--- config.mk ---
export PLATFORM = sky130hd
export DESIGN_NAME = dpts_dly_avg
export DESIGN_NICKNAME = d
export VERILOG_FILES = /design/src/sv/dpts_pkg.sv /design/src/sv/dpts_dly_avg.sv
export SDC_FILE = /design/constraint.sdc
export NUM_CORES = 2
export LEC_CHECK = 0
export BUFFER_PORTS_ARGS = -buffer_cell sky130_fd_sc_hd__buf_4
export CORE_UTILIZATION = 25
export CTS_CLUSTER_DIAMETER = 100
export CTS_CLUSTER_SIZE = 30
export DETAILED_ROUTE_END_ITERATION = 6
export PLACE_DENSITY_LB_ADDON = 0.12
export SLEW_MARGIN = 20
export SYNTH_ARGS = -nofsm -noshare
export SYNTH_HDL_FRONTEND = slang
export SYNTH_SLANG_ARGS = --single-unit
--- constraint.sdc ---
create_clock -name clk -period 6.94 [get_ports clk]
set_clock_uncertainty 0.15 [all_clocks]
set_input_delay 1.388 -clock clk [delete_from_list [all_inputs] [get_ports clk]]
set_output_delay 1.388 -clock clk [all_outputs]
set_load 0.1 [all_outputs]
--- src/sv/dpts_pkg.sv ---
package dpts_pkg;

    typedef enum logic [2:0] {
        POL_FIXED_A   = 3'd0,
        POL_FIXED_B   = 3'd1,
        POL_ALTERNATE = 3'd2,
        POL_PROB      = 3'd3,
        POL_DELAY     = 3'd4,
        POL_QUEUE     = 3'd5,
        POL_RANDOM    = 3'd6
    } policy_t;

    localparam logic OP_PACKET = 1'b0;
    localparam logic OP_REPORT = 1'b1;

    localparam logic [2:0] REG_POLICY    = 3'd0;
    localparam logic [2:0] REG_MULTI     = 3'd1;
    localparam logic [2:0] REG_DUAL      = 3'd2;
    localparam logic [2:0] REG_DUPLICATE = 3'd3;
    localparam logic [2:0] REG_CELL_A    = 3'd4;
    localparam logic [2:0] REG_CELL_B    = 3'd5;
    localparam logic [2:0] REG_LOCAL     = 3'd6;
    localparam logic [2:0] REG_SEQ_MAX   = 3'd7;

    typedef struct packed {
        policy_t      split_policy;
        logic         multi_connection_on;
        logic         dual_conn_mode;
        logic         duplicate_on;
        logic [15:0]  cell_a_id;
        logic [15:0]  cell_b_id;
        logic [15:0]  local_cell_id;
        logic [11:0]  seq_max;
    } cfg_t;

    typedef struct packed {
        logic         to_local;
        logic [15:0]  dest_cell;
        logic [11:0]  seq_number;
        logic         last;
    } result_t;

    // delay average, Q.8 of raw/10000; bounded by 0.0256 * 2^32 < 2^27
    localparam int DLY_W = 27;
    localparam logic [16:0] DLY_OLD_W = 17'd90000;
    // N / 100000 == (N >> 5) / 3125; ceil(2^51 / 3125) is exact for 39-bit dividends
    localparam int DLY_Q_SHIFT = 51;
    localparam logic [39:0] DLY_RECIP = 40'((64'd1 << DLY_Q_SHIFT) / 64'd3125 + 64'd1);

    localparam logic [6:0]  WARMUP_LEN  = 7'd100;
    localparam logic [9:0]  SHARE_FULL  = 10'd1000;
    localparam logic [9:0]  SHARE_RESET = 10'd500;
    localparam logic [15:0] LFSR_TAPS   = 16'hB400;
    localparam logic [15:0] LFSR_SEED   = 16'hACE1;
    localparam logic [25:0] PROB_SCALE  = 26'd1000;
    localparam logic [22:0] RAND_SCALE  = 23'd100;
    localparam logic [22:0] RAND_LIMIT  = 23'd327680;

endpackage

--- src/sv/dpts_dly_avg.sv ---
module dpts_dly_avg (
    input  logic                        clk,
    input  logic                        rst_n,
    input  logic                        start,
    input  logic [31:0]                 head_delay,
    output logic [dpts_pkg::DLY_W-1:0]  avg,
    output logic                        busy
);

    logic                        v1_reg, v2_reg, v3_reg;
    logic [31:0]                 d_reg;
    logic [38:0]                 m_reg, m_next;
    logic [39:0]                 pp_ll_reg, pp_lh_reg;
    logic [38:0]                 pp_hl_reg, pp_hh_reg;
    logic [dpts_pkg::DLY_W-1:0]  avg_reg, avg_next;
    logic [43:0]                 num;
    logic [79:0]                 sum;

    // weighted numerator, pre-divided by 32
    always_comb
    begin
        num    = 44'({d_reg, 8'd0}) + 44'(avg_reg) * 44'(dpts_pkg::DLY_OLD_W);
        m_next = num[43:5];
    end

    // reassemble the partial products of the reciprocal multiply
    always_comb
    begin
        sum = 80'(pp_ll_reg)
            + (80'(pp_lh_reg) << 20)
            + (80'(pp_hl_reg) << 20)
            + (80'(pp_hh_reg) << 40);
        avg_next = sum[dpts_pkg::DLY_Q_SHIFT +: dpts_pkg::DLY_W];
    end

    always_ff @(posedge clk or negedge rst_n)
    begin
        if (!rst_n)
        begin
            v1_reg  <= 1'b0;
            v2_reg  <= 1'b0;
            v3_reg  <= 1'b0;
            avg_reg <= '0;
        end
        else
        begin
            v1_reg <= start;
            v2_reg <= v1_reg;
            v3_reg <= v2_reg;
            if (v3_reg)
            begin
                avg_reg <= avg_next;
            end
        end
    end

    always_ff @(posedge clk)
    begin
        if (start)
        begin
            d_reg <= head_delay;
        end
        if (v1_reg)
        begin
            m_reg <= m_next;
        end
        if (v2_reg)
        begin
            pp_ll_reg <= 40'(m_reg[19:0])  * 40'(dpts_pkg::DLY_RECIP[19:0]);
            pp_lh_reg <= 40'(m_reg[19:0])  * 40'(dpts_pkg::DLY_RECIP[39:20]);
            pp_hl_reg <= 39'(m_reg[38:20]) * 39'(dpts_pkg::DLY_RECIP[19:0]);
            pp_hh_reg <= 39'(m_reg[38:20]) * 39'(dpts_pkg::DLY_RECIP[39:20]);
        end
    end

    assign avg  = avg_reg;
    assign busy = v1_reg | v2_reg | v3_reg;

endmodule

==> results.toml <==
[routing]
route.vias.total = 27834
totalWireLength_um = 120000
routed_via_density = 4.15
ant_nets = 0
drt_pass1_iterations = 5
initialDrtViolationCount = 1054
remaining_drc_errors = 0
routedWlPerCell_um = 17.9

[worst_setup_path]
path_class = "reg2reg"
crit_buf_inv = 6
crit_fanout = 4
worstReg2RegStart = "avg[6]"
crit_path_start = "avg[6]"
cp-start-kind = "flop"
rr_worst_depth = 31
critical_path_depth = 31
cpMostUsedCell = "inv_2"
slowest_delay_ps = 540
critPathSlowestCell = "fa_1"
r2r-end = "m_reg[37]"
critPathCaptureType = "flop"
cp.arrival_ps = 7450
reg2reg_setup_slack_ps = -360
crit_end = "m_reg[37]"
crit_required_ps = 7090
critPathTopFamily = "adder cells"

[logic_synthesis]
syn_area_per_cell_um2 = 10.2
synth_edf_count = 202
synth_cells = 4068
synth-async-reset-ratio_pct = 12.9
syn_area_um2 = 41700
ys_types = 77
ys_warn_count = 0
yosysTopAreaCellShare_pct = 30.2
seq_area_frac_synth_pct = 16.4
synth_flop_cell = "edfxtp_1"
yosysMostFrequentCell = "inv_1"
ys_seq_elements = 232
synthTopCellsByArea = "fa_1 (30%), ha_1 (25%), edfxtp_1 (15%)"
synth_nets = 5558
synth.largest_area_cell = "fa_1"
ys_top_cells_by_count = "inv_1 (1252), ha_1 (826), fa_1 (629), edfxtp_1 (202), a21oi_1 (171)"

[clock_network]
cts_buffers = 23
htreeDepth = 1
clock_sinks = 232
cts_max_path_buffers = 3
clk_pin_slew_ps = 100
clock-root-buffer = "clkbuf_16"
cts_tree = "built"
clkLatencyLatePin_ps = 620

[global_routing]
grt_pass1_vias = 30043
grt_max_degree = 75
track_usage_pct = 14.6
grt_pass1_wl_um = 185000
antenna_found_initial = 0
grt_overflow_total = 0

[floorplan]
dieArea_um2 = 168000
start_util_pct = 25.2
die_h_um = 410
core_um2 = 165000
die_w_um = 410
rows = 149
io_pins = 63

[placed_design]
place_congestion = 0.829
place_ws_ps = -483
dp.cells = 6631
io_buffers = 62
dpl.hpwl_um = 107000

[sta]
finalHoldViolCount = 0
worst-slew-pin-transition_ps = 1020
setup_viol = 8
fmax_mhz = 137
period_share_pct = 105
rsz0062_at_grt = "yes"
slew_violations = 0
period_needed_ps = 7300
layout_setup_ws_ps = -364
relSlewSlack_pct = 31.8

[cells_and_area]
drive_gt1_share_pct = 14.4
fillers = 17491
syn_to_final_growth_pct = 18.6
stdcell_count = 6715
fin_nets = 6000

[worst_hold_path]
hold_path_class = "reg2reg"

[run]
drv_cap = 0

[run_status]
violations = "setup timing"
run_status = "complete, but fails checks"
==> worst min path at each step <==
stage / start / end / cells past startpoint
global route: pp_hh_reg[32] / avg[21] / 2
CTS: pp_hh_reg[32] / avg[21] / 2
floorplan: pp_hh_reg[37] / avg[26] / 2
global placement: pp_hh_reg[32] / avg[21] / 2
finish: pp_hh_reg[32] / avg[21] / 2
detailed placement: pp_hh_reg[32] / avg[21] / 2
==> tightest hold or removal path: cells and delay by family, from the launching register on <==
family / cells / cell delay (ps)
flip-flops: 1 / 360
AO/OA/AOI/OAI: 1 / 70
AND/OR/NAND/NOR: 1 / 110
==> cell type report <==
class	count	area [um2]	area share, %
Antenna cell	1	2.50	0.00506
Clock buffer	23	576	1.16
Clock inverter	17	308	0.623
Inverter	1252	4700	9.51
Multi-Input combinational cell	2569	30800	62.4
Sequential cell	232	6890	13.9
Tap cell	2189	2740	5.54
Timing Repair Buffer	432	3380	6.84
==> routing by layer <==
layer | up-vias | wire [um] | track usage, %
met5 | - | 0 | 0
met4 | 0 | 2650 | 3.05
met3 | 76 | 2320 | 1.23
met2 | 187 | 56500 | 24.1
met1 | 13740 | 58500 | 20.6
li1 | 13831 | - | -
==> cells in the final DEF (no fill, tap or decap), types with 8 or more instances in the layout <==
| cell | instances |
|---|---|
| inv_1 | 1228 |
| ha_1 | 808 |
| fa_1 | 620 |
| buf_4 | 409 |
| edfxtp_1 | 202 |
| a21oi_1 | 146 |
| xnor2_1 | 127 |
| nor2_1 | 112 |
| a21o_1 | 99 |
| nand2_1 | 60 |
| o21ai_0 | 58 |
| xor2_1 | 56 |
| nand3_1 | 33 |
| o21bai_1 | 28 |
| nor3_1 | 27 |
| a211oi_1 | 25 |
| o21a_1 | 25 |
| inv_2 | 24 |
| clkbuf_16 | 23 |
| a21oi_2 | 20 |
| o21ai_1 | 19 |
| and3_1 | 19 |
| nand4_1 | 18 |
| nand2b_1 | 18 |
| dfrtp_4 | 18 |
| a31oi_1 | 17 |
| or3_1 | 17 |
| ha_4 | 17 |
| buf_6 | 17 |
| nor2b_1 | 12 |
| o21ai_2 | 9 |
| fa_2 | 9 |
| and2_1 | 8 |
| o211ai_1 | 8 |
==> cells by family after synthesis <==
| family | Yosys count | synth area share, % |
|---|---|---|
| mux | 7 | 0.183 |
| simple gates | 370 | 4.41 |
| flops | 232 | 16.4 |
| compound gates | 549 | 8.58 |
| xor+xnor | 188 | 3.98 |
| fa+ha+maj | 1455 | 55.0 |
| buf+inv | 1267 | 11.5 |
==> metrics by stage <==
stage	utilization, %	area, um2	hold WS [ps]	TNS [ps]
6_report	29.9	49400	423	-1510
5_1_grt	29.9	49400	491	-4490
4_1_cts	29.6	48900	424	-1120
3_5_place_dp	28.8	47600	411	-2160
3_3_place_gp	28.8	47600	415	-2100
2_1_floorplan	-	42000	369	-139
==> repair_timing <==
action,4_1_cts,5_1_grt
hold buffers,0,0
pin swaps,35,70
setup endpoints to repair,11,22
resized for setup,55,74
gates cloned,0,0
setup buffers,12,32
hold endpoints to repair,0,0
Power is not shown: default switching activity piles up to over one toggle a cycle in this logic, so the estimate is an artifact.
