--- src/sv/dpts_pkg.sv ---
package dpts_pkg;

    typedef enum logic [2:0] {
        POL_FIXED_A   = 3'd0,
        POL_FIXED_B   = 3'd1,
        POL_ALTERNATE = 3'd2,
        POL_PROB      = 3'd3,
        POL_DELAY     = 3'd4,
        POL_QUEUE     = 3'd5,
        POL_RANDOM    = 3'd6
    } policy_t;

    localparam logic OP_PACKET = 1'b0;
    localparam logic OP_REPORT = 1'b1;

    localparam logic [2:0] REG_POLICY    = 3'd0;
    localparam logic [2:0] REG_MULTI     = 3'd1;
    localparam logic [2:0] REG_DUAL      = 3'd2;
    localparam logic [2:0] REG_DUPLICATE = 3'd3;
    localparam logic [2:0] REG_CELL_A    = 3'd4;
    localparam logic [2:0] REG_CELL_B    = 3'd5;
    localparam logic [2:0] REG_LOCAL     = 3'd6;
    localparam logic [2:0] REG_SEQ_MAX   = 3'd7;

    typedef struct packed {
        policy_t      split_policy;
        logic         multi_connection_on;
        logic         dual_conn_mode;
        logic         duplicate_on;
        logic [15:0]  cell_a_id;
        logic [15:0]  cell_b_id;
        logic [15:0]  local_cell_id;
        logic [11:0]  seq_max;
    } cfg_t;

    typedef struct packed {
        logic         to_local;
        logic [15:0]  dest_cell;
        logic [11:0]  seq_number;
        logic         last;
    } result_t;

    // delay average, Q.8 of raw/10000; bounded by 0.0256 * 2^32 < 2^27
    localparam int DLY_W = 27;
    localparam logic [16:0] DLY_OLD_W = 17'd90000;
    // N / 100000 == (N >> 5) / 3125; ceil(2^51 / 3125) is exact for 39-bit dividends
    localparam int DLY_Q_SHIFT = 51;
    localparam logic [39:0] DLY_RECIP = 40'((64'd1 << DLY_Q_SHIFT) / 64'd3125 + 64'd1);

    localparam logic [6:0]  WARMUP_LEN  = 7'd100;
    localparam logic [9:0]  SHARE_FULL  = 10'd1000;
    localparam logic [9:0]  SHARE_RESET = 10'd500;
    localparam logic [15:0] LFSR_TAPS   = 16'hB400;
    localparam logic [15:0] LFSR_SEED   = 16'hACE1;
    localparam logic [25:0] PROB_SCALE  = 26'd1000;
    localparam logic [22:0] RAND_SCALE  = 23'd100;
    localparam logic [22:0] RAND_LIMIT  = 23'd327680;

endpackage

--- src/sv/dpts_route.sv ---
module dpts_route (
    input  logic                        clk,
    input  logic                        rst_n,
    input  logic                        fire,
    input  logic                        is_report,
    input  dpts_pkg::cfg_t              cfg,
    input  logic [dpts_pkg::DLY_W-1:0]  delay_a,
    input  logic [dpts_pkg::DLY_W-1:0]  delay_b,
    input  logic [32:0]                 queue_a,
    input  logic [32:0]                 queue_b,
    output logic [1:0]                  n_results,
    output dpts_pkg::result_t           res0,
    output dpts_pkg::result_t           res1
);

    logic [11:0]  next_seq_reg, next_seq_next;
    logic [6:0]   warmup_reg;
    logic         tie_reg;
    logic [9:0]   share_reg, share_adj, share_new;
    logic [15:0]  lfsr_reg, lfsr_step;
    logic [12:0]  seq_inc;
    logic         d_any;
    logic         pick_b, tie_flip, use_lfsr, share_upd;
    logic         choose_used, warm_inc;
    logic [15:0]  cell_b_eff, chosen;

    always_comb
    begin
        lfsr_step = lfsr_reg[0] ? ((lfsr_reg >> 1) ^ dpts_pkg::LFSR_TAPS) : (lfsr_reg >> 1);
        d_any     = (delay_a != '0) || (delay_b != '0);
        if (delay_a > delay_b)
        begin
            share_adj = (share_reg != 10'd0) ? share_reg - 10'd1 : share_reg;
        end
        else
        begin
            share_adj = (share_reg < dpts_pkg::SHARE_FULL) ? share_reg + 10'd1
                                                           : dpts_pkg::SHARE_FULL;
        end
        share_new = d_any ? share_adj : share_reg;
        seq_inc   = {1'b0, next_seq_reg} + 13'd1;
        next_seq_next = (seq_inc > {1'b0, cfg.seq_max}) ? 12'd0 : seq_inc[11:0];
    end

    // policy decision
    always_comb
    begin
        pick_b    = 1'b0;
        tie_flip  = 1'b0;
        use_lfsr  = 1'b0;
        share_upd = 1'b0;
        unique case (cfg.split_policy)
            dpts_pkg::POL_FIXED_A: pick_b = 1'b0;
            dpts_pkg::POL_FIXED_B: pick_b = 1'b1;
            dpts_pkg::POL_ALTERNATE:
            begin
                pick_b   = ~tie_reg;
                tie_flip = 1'b1;
            end
            dpts_pkg::POL_PROB:
            begin
                use_lfsr  = 1'b1;
                share_upd = d_any;
                pick_b    = !((26'(lfsr_step) * dpts_pkg::PROB_SCALE) < {share_new, 16'd0});
            end
            dpts_pkg::POL_DELAY:
            begin
                priority if (delay_a > delay_b)
                    pick_b = 1'b1;
                else if (delay_b > delay_a)
                    pick_b = 1'b0;
                else
                begin
                    pick_b   = tie_reg;
                    tie_flip = 1'b1;
                end
            end
            dpts_pkg::POL_QUEUE:
            begin
                priority if (queue_a > queue_b)
                    pick_b = 1'b1;
                else if (queue_b > queue_a)
                    pick_b = 1'b0;
                else
                begin
                    pick_b   = tie_reg;
                    tie_flip = 1'b1;
                end
            end
            dpts_pkg::POL_RANDOM:
            begin
                use_lfsr = 1'b1;
                pick_b   = !((23'(lfsr_step) * dpts_pkg::RAND_SCALE) > dpts_pkg::RAND_LIMIT);
            end
            default: pick_b = 1'b0;
        endcase
    end

    // route selection
    always_comb
    begin
        cell_b_eff  = cfg.dual_conn_mode ? cfg.local_cell_id : cfg.cell_b_id;
        chosen      = pick_b ? cell_b_eff : cfg.cell_a_id;
        choose_used = 1'b0;
        warm_inc    = 1'b0;
        n_results   = 2'd1;
        res0 = '{to_local: 1'b1, dest_cell: cfg.local_cell_id,
                 seq_number: next_seq_reg, last: 1'b1};
        res1 = '{to_local: 1'b0, dest_cell: cell_b_eff,
                 seq_number: next_seq_reg, last: 1'b1};
        priority if (!cfg.multi_connection_on)
        begin
            n_results = 2'd1;
        end
        else if (cfg.dual_conn_mode)
        begin
            choose_used = 1'b1;
            if (chosen != cfg.local_cell_id)
            begin
                res0.to_local  = 1'b0;
                res0.dest_cell = cfg.cell_a_id;
            end
        end
        else if (warmup_reg < dpts_pkg::WARMUP_LEN)
        begin
            warm_inc       = 1'b1;
            res0.to_local  = 1'b0;
            res0.dest_cell = warmup_reg[0] ? cfg.cell_a_id : cell_b_eff;
        end
        else if (cfg.duplicate_on)
        begin
            if (cfg.cell_a_id != cfg.local_cell_id && cell_b_eff != cfg.local_cell_id)
            begin
                res0.to_local  = 1'b0;
                res0.dest_cell = cfg.cell_a_id;
                res0.last      = 1'b0;
                n_results      = 2'd2;
            end
        end
        else
        begin
            choose_used = 1'b1;
            if (chosen != cfg.local_cell_id)
            begin
                res0.to_local  = 1'b0;
                res0.dest_cell = chosen;
            end
        end
        if (is_report)
        begin
            n_results = 2'd0;
        end
    end

    always_ff @(posedge clk or negedge rst_n)
    begin
        if (!rst_n)
        begin
            next_seq_reg <= '0;
            warmup_reg   <= '0;
            tie_reg      <= 1'b0;
            share_reg    <= dpts_pkg::SHARE_RESET;
            lfsr_reg     <= dpts_pkg::LFSR_SEED;
        end
        else if (fire)
        begin
            next_seq_reg <= next_seq_next;
            if (warm_inc)
            begin
                warmup_reg <= warmup_reg + 7'd1;
            end
            if (choose_used && tie_flip)
            begin
                tie_reg <= ~tie_reg;
            end
            if (choose_used && use_lfsr)
            begin
                lfsr_reg <= lfsr_step;
            end
            if (choose_used && share_upd)
            begin
                share_reg <= share_adj;
            end
        end
    end

endmodule

--- config.mk ---
export PLATFORM = sky130hd
export DESIGN_NAME = dpts_route
export DESIGN_NICKNAME = d
export VERILOG_FILES = /design/src/sv/dpts_pkg.sv /design/src/sv/dpts_route.sv
export SDC_FILE = /design/constraint.sdc
export NUM_CORES = 1
export LEC_CHECK = 0
export BUFFER_PORTS_ARGS = -buffer_cell sky130_fd_sc_hd__buf_2
export CAP_MARGIN = 0
export CORE_MARGIN = 8
export CORE_UTILIZATION = 52
export DETAILED_ROUTE_END_ITERATION = 7
export PLACE_DENSITY = 0.86
export REMOVE_ABC_BUFFERS = 1
export SKIP_CTS_REPAIR_TIMING = 1
export SYNTH_ARGS = -nofsm -noshare
export SYNTH_HDL_FRONTEND = slang
export SYNTH_SLANG_ARGS = --single-unit
--- constraint.sdc ---
create_clock -name clk -period 7.9 [get_ports clk]
set_input_delay 0 -clock clk [delete_from_list [all_inputs] [get_ports clk]]
set_output_delay 0 -clock clk [all_outputs]
set_load 0.03 [all_outputs]
==> out/qor.txt <==
Outcome -> finished, violations left
Failing checks -> negative setup slack
Chip Height -> 161 um
Most common cell on crit path -> o21a_1
Setup violations, final -> 17
WL/cell -> 17.3 um
Clk pin slew, worst setup/hold paths -> 0.08 ns
Total number of yosys warnings -> 0
Met1 Track Usage GR -> 27.5%
Met2 usage -> 43.4%
Clock skew -> 0.0153 ns
Syn avg cell area -> 7.98 sq um
# rows -> 53
Setup ws final -> -0.866 ns
Initial antenna violation count -> 1
Placement Cell Area -> 12,600 sq um
Die X -> 161 um
Clk buf depth -> 2
Post-route ant nets -> 0
CTS tree -> done
Share of layout cells above drive strength 1 -> 25.6%
Cell area after layout -> 13,100 sq um
Drt drc -> 0
Largest area contributor in the netlist -> ha_1
Iter 0 DRT Violations -> 891
Vias per inst -> 5.92
Starting Density -> 52.3%
Post-Place Cells -> 1,867
Max-Slew Margin vs Limit -> 16.1%
Mapped Area -> 10,900 sq um
Area grow syn2layout -> 20.2%
Routed via count -> 11,200
Root buffer cell -> clkbuf_16
Max-cap viol count -> 0
Met3 usage -> 4.40%
Nets@finish -> 2,036
Final Wtd Congestion -> 0.950
H-tree depth -> 2
Fin cells -> 1,891
GR Util All Layers -> 23.7%
Mapped Cells -> 1,365
First-pass GRT wire length -> 52,200 um
Area contributors post-synth -> ha_1, fa_1, inv_1, dfrtp_1, mux2_2
Sequential share of the synthesized area -> 10.7%
RSZ-0062 raised after global routing -> true
Num ports -> 252
Hold WC Path Type -> in -> reg
Ys flop type -> dfrtp_1
Synth async-reset ratio -> 100%
Crit path time final -> 8.77 ns
Grt total ovfl -> 0
Max Fclk -> 114 MHz
CP Capture Type -> output pin
Buffers on Ports -> 249
DRT Wirelength -> 32,600 um
EDFF count, synth -> 0
Crit path max fanout -> 7
Clk_lat worst skew -> 0.31 ns
Final Slew Violations -> 0
Max FFs per register -> 16
Netlist cell types -> 74
Slowest cell on crit path -> fa_1
Core area -> 20,800 sq um
Yosys top cell area share -> 19.6%
Least-Margin Pin Slew -> 1.25 ns
Dpl hpwl -> 26,100 um
Final period util -> 111%
GRT busiest layer -> met2
First-pass DRT Iterations -> 7
Seq cells post-synth -> 46
Final hold viol count -> 0
Vias in the first global route -> 11,300
Critical path launch point type -> flop
Die area -> 25,800 sq um
CTS buffer count -> 5
Critical path type -> reg -> out
WP data required -> 7.90 ns
CTS sink cnt -> 46
Largest stage delay on the critical path -> 0.59 ns
Final setup TNS -> -13.39 ns
Crit path DAT -> 8.77 ns
Largest net degree at the start of global routing -> 59
cells in the mapped netlist, types with 4 or more instances:
cell / n
a211o_1: 17
a211oi_1: 10
a21o_1: 16
a21oi_1: 57
a221o_1: 15
a221oi_1: 17
a22oi_1: 4
a311oi_2: 4
a31oi_1: 7
and2_1: 20
and3_1: 11
and4_1: 4
buf_2: 5
buf_4: 16
clkbuf_1: 49
dfrtp_1: 32
dfstp_2: 14
fa_1: 62
ha_1: 171
inv_1: 220
mux2_2: 38
mux2i_1: 12
nand2_1: 89
nand2b_1: 18
nand3_1: 21
nand3b_1: 15
nand4_1: 29
nor2_1: 90
nor2b_1: 4
nor3_1: 22
nor3b_1: 4
nor4_1: 24
o211ai_1: 39
o21a_1: 11
o21ai_0: 61
o22ai_1: 14
o311a_1: 12
o31ai_1: 6
xnor2_1: 35
xor2_1: 10
cell families after synthesis:
family / share of synthesized area, %
compound gates: 21.6
other cells: 0.0689
fa+ha+maj: 31.0
buf+inv: 10.8
flops: 10.7
mux: 5.03
simple gates: 17.0
xor+xnor: 3.62
per-stage QoR:
stage	setup WS [ns]	utilization [%]	hold slack (ns)
after floorplan	-1.49	-	-0.296
after global placement	-0.259	60.4	0.151
after detailed placement	-0.476	60.4	0.150
after CTS	-0.903	61.1	-0.187
after global routing	-1.09	62.8	0.0849
final	-0.866	62.9	0.0792
cells in the final DEF, fill, tap and decap left out, drive strengths merged, types with 35 or more instances in the layout:
cell    Yosys  layout
a21oi      57      57
buf        25     312
fa         62      62
ha        171     171
inv       221     220
mux2       38      38
nand2      89      89
nor2       90      90
o211ai     40      40
o21ai      64      64
xnor2      35      35
routing by layer:
layer / share of wire (%) / wire length, um
met5: 0.031 / 10
met4: 2.5 / 810
met3: 6.6 / 2160
met2: 51 / 16700
met1: 40 / 13000
layout make-up:
type	count	area (sq um)
Inverter	221	833
Fill cell	1764	7730
Timing Repair Buffer	315	1920
Tap cell	275	344
Clock buffer	6	139
Antenna cell	2	5.00
Clock inverter	2	12.5
Sequential cell	46	1170
Multi-Input combinational cell	1024	8660
final timing paths:
path,start,endpoint,slack (ns),cells past startpoint
max,lfsr_reg[7]$_DFFE_PN1P_,res0[19],-0.87,37
min,fire,next_seq_reg[0]$_DFFE_PN0P_,0.08,2
max reg2reg,next_seq_reg[2]$_DFFE_PN0P_,next_seq_reg[7]$_DFFE_PN0P_,4.42,12
min reg2reg,lfsr_reg[13]$_DFFE_PN1P_,lfsr_reg[13]$_DFFE_PN1P_,0.51,2
max in group asynchronous,rst_n,lfsr_reg[2]$_DFFE_PN0P_,7.09,3
min in group asynchronous,rst_n,lfsr_reg[1]$_DFFE_PN0P_,0.35,3
worst max-delay path: cells and delay by family, from the launching register on:
| family | cells | cell delay [ns] |
|---|---|---|
| AOI/OAI and AO/OA | 17 | 3.35 |
| and+or+nand+nor | 6 | 1.01 |
| adders and majority gates | 6 | 2.44 |
| buffers and inverters | 8 | 1.08 |
| DFF | 1 | 0.56 |
Power is not shown: default switching activity piles up to over one toggle a cycle in this logic, so the estimate is an artifact.
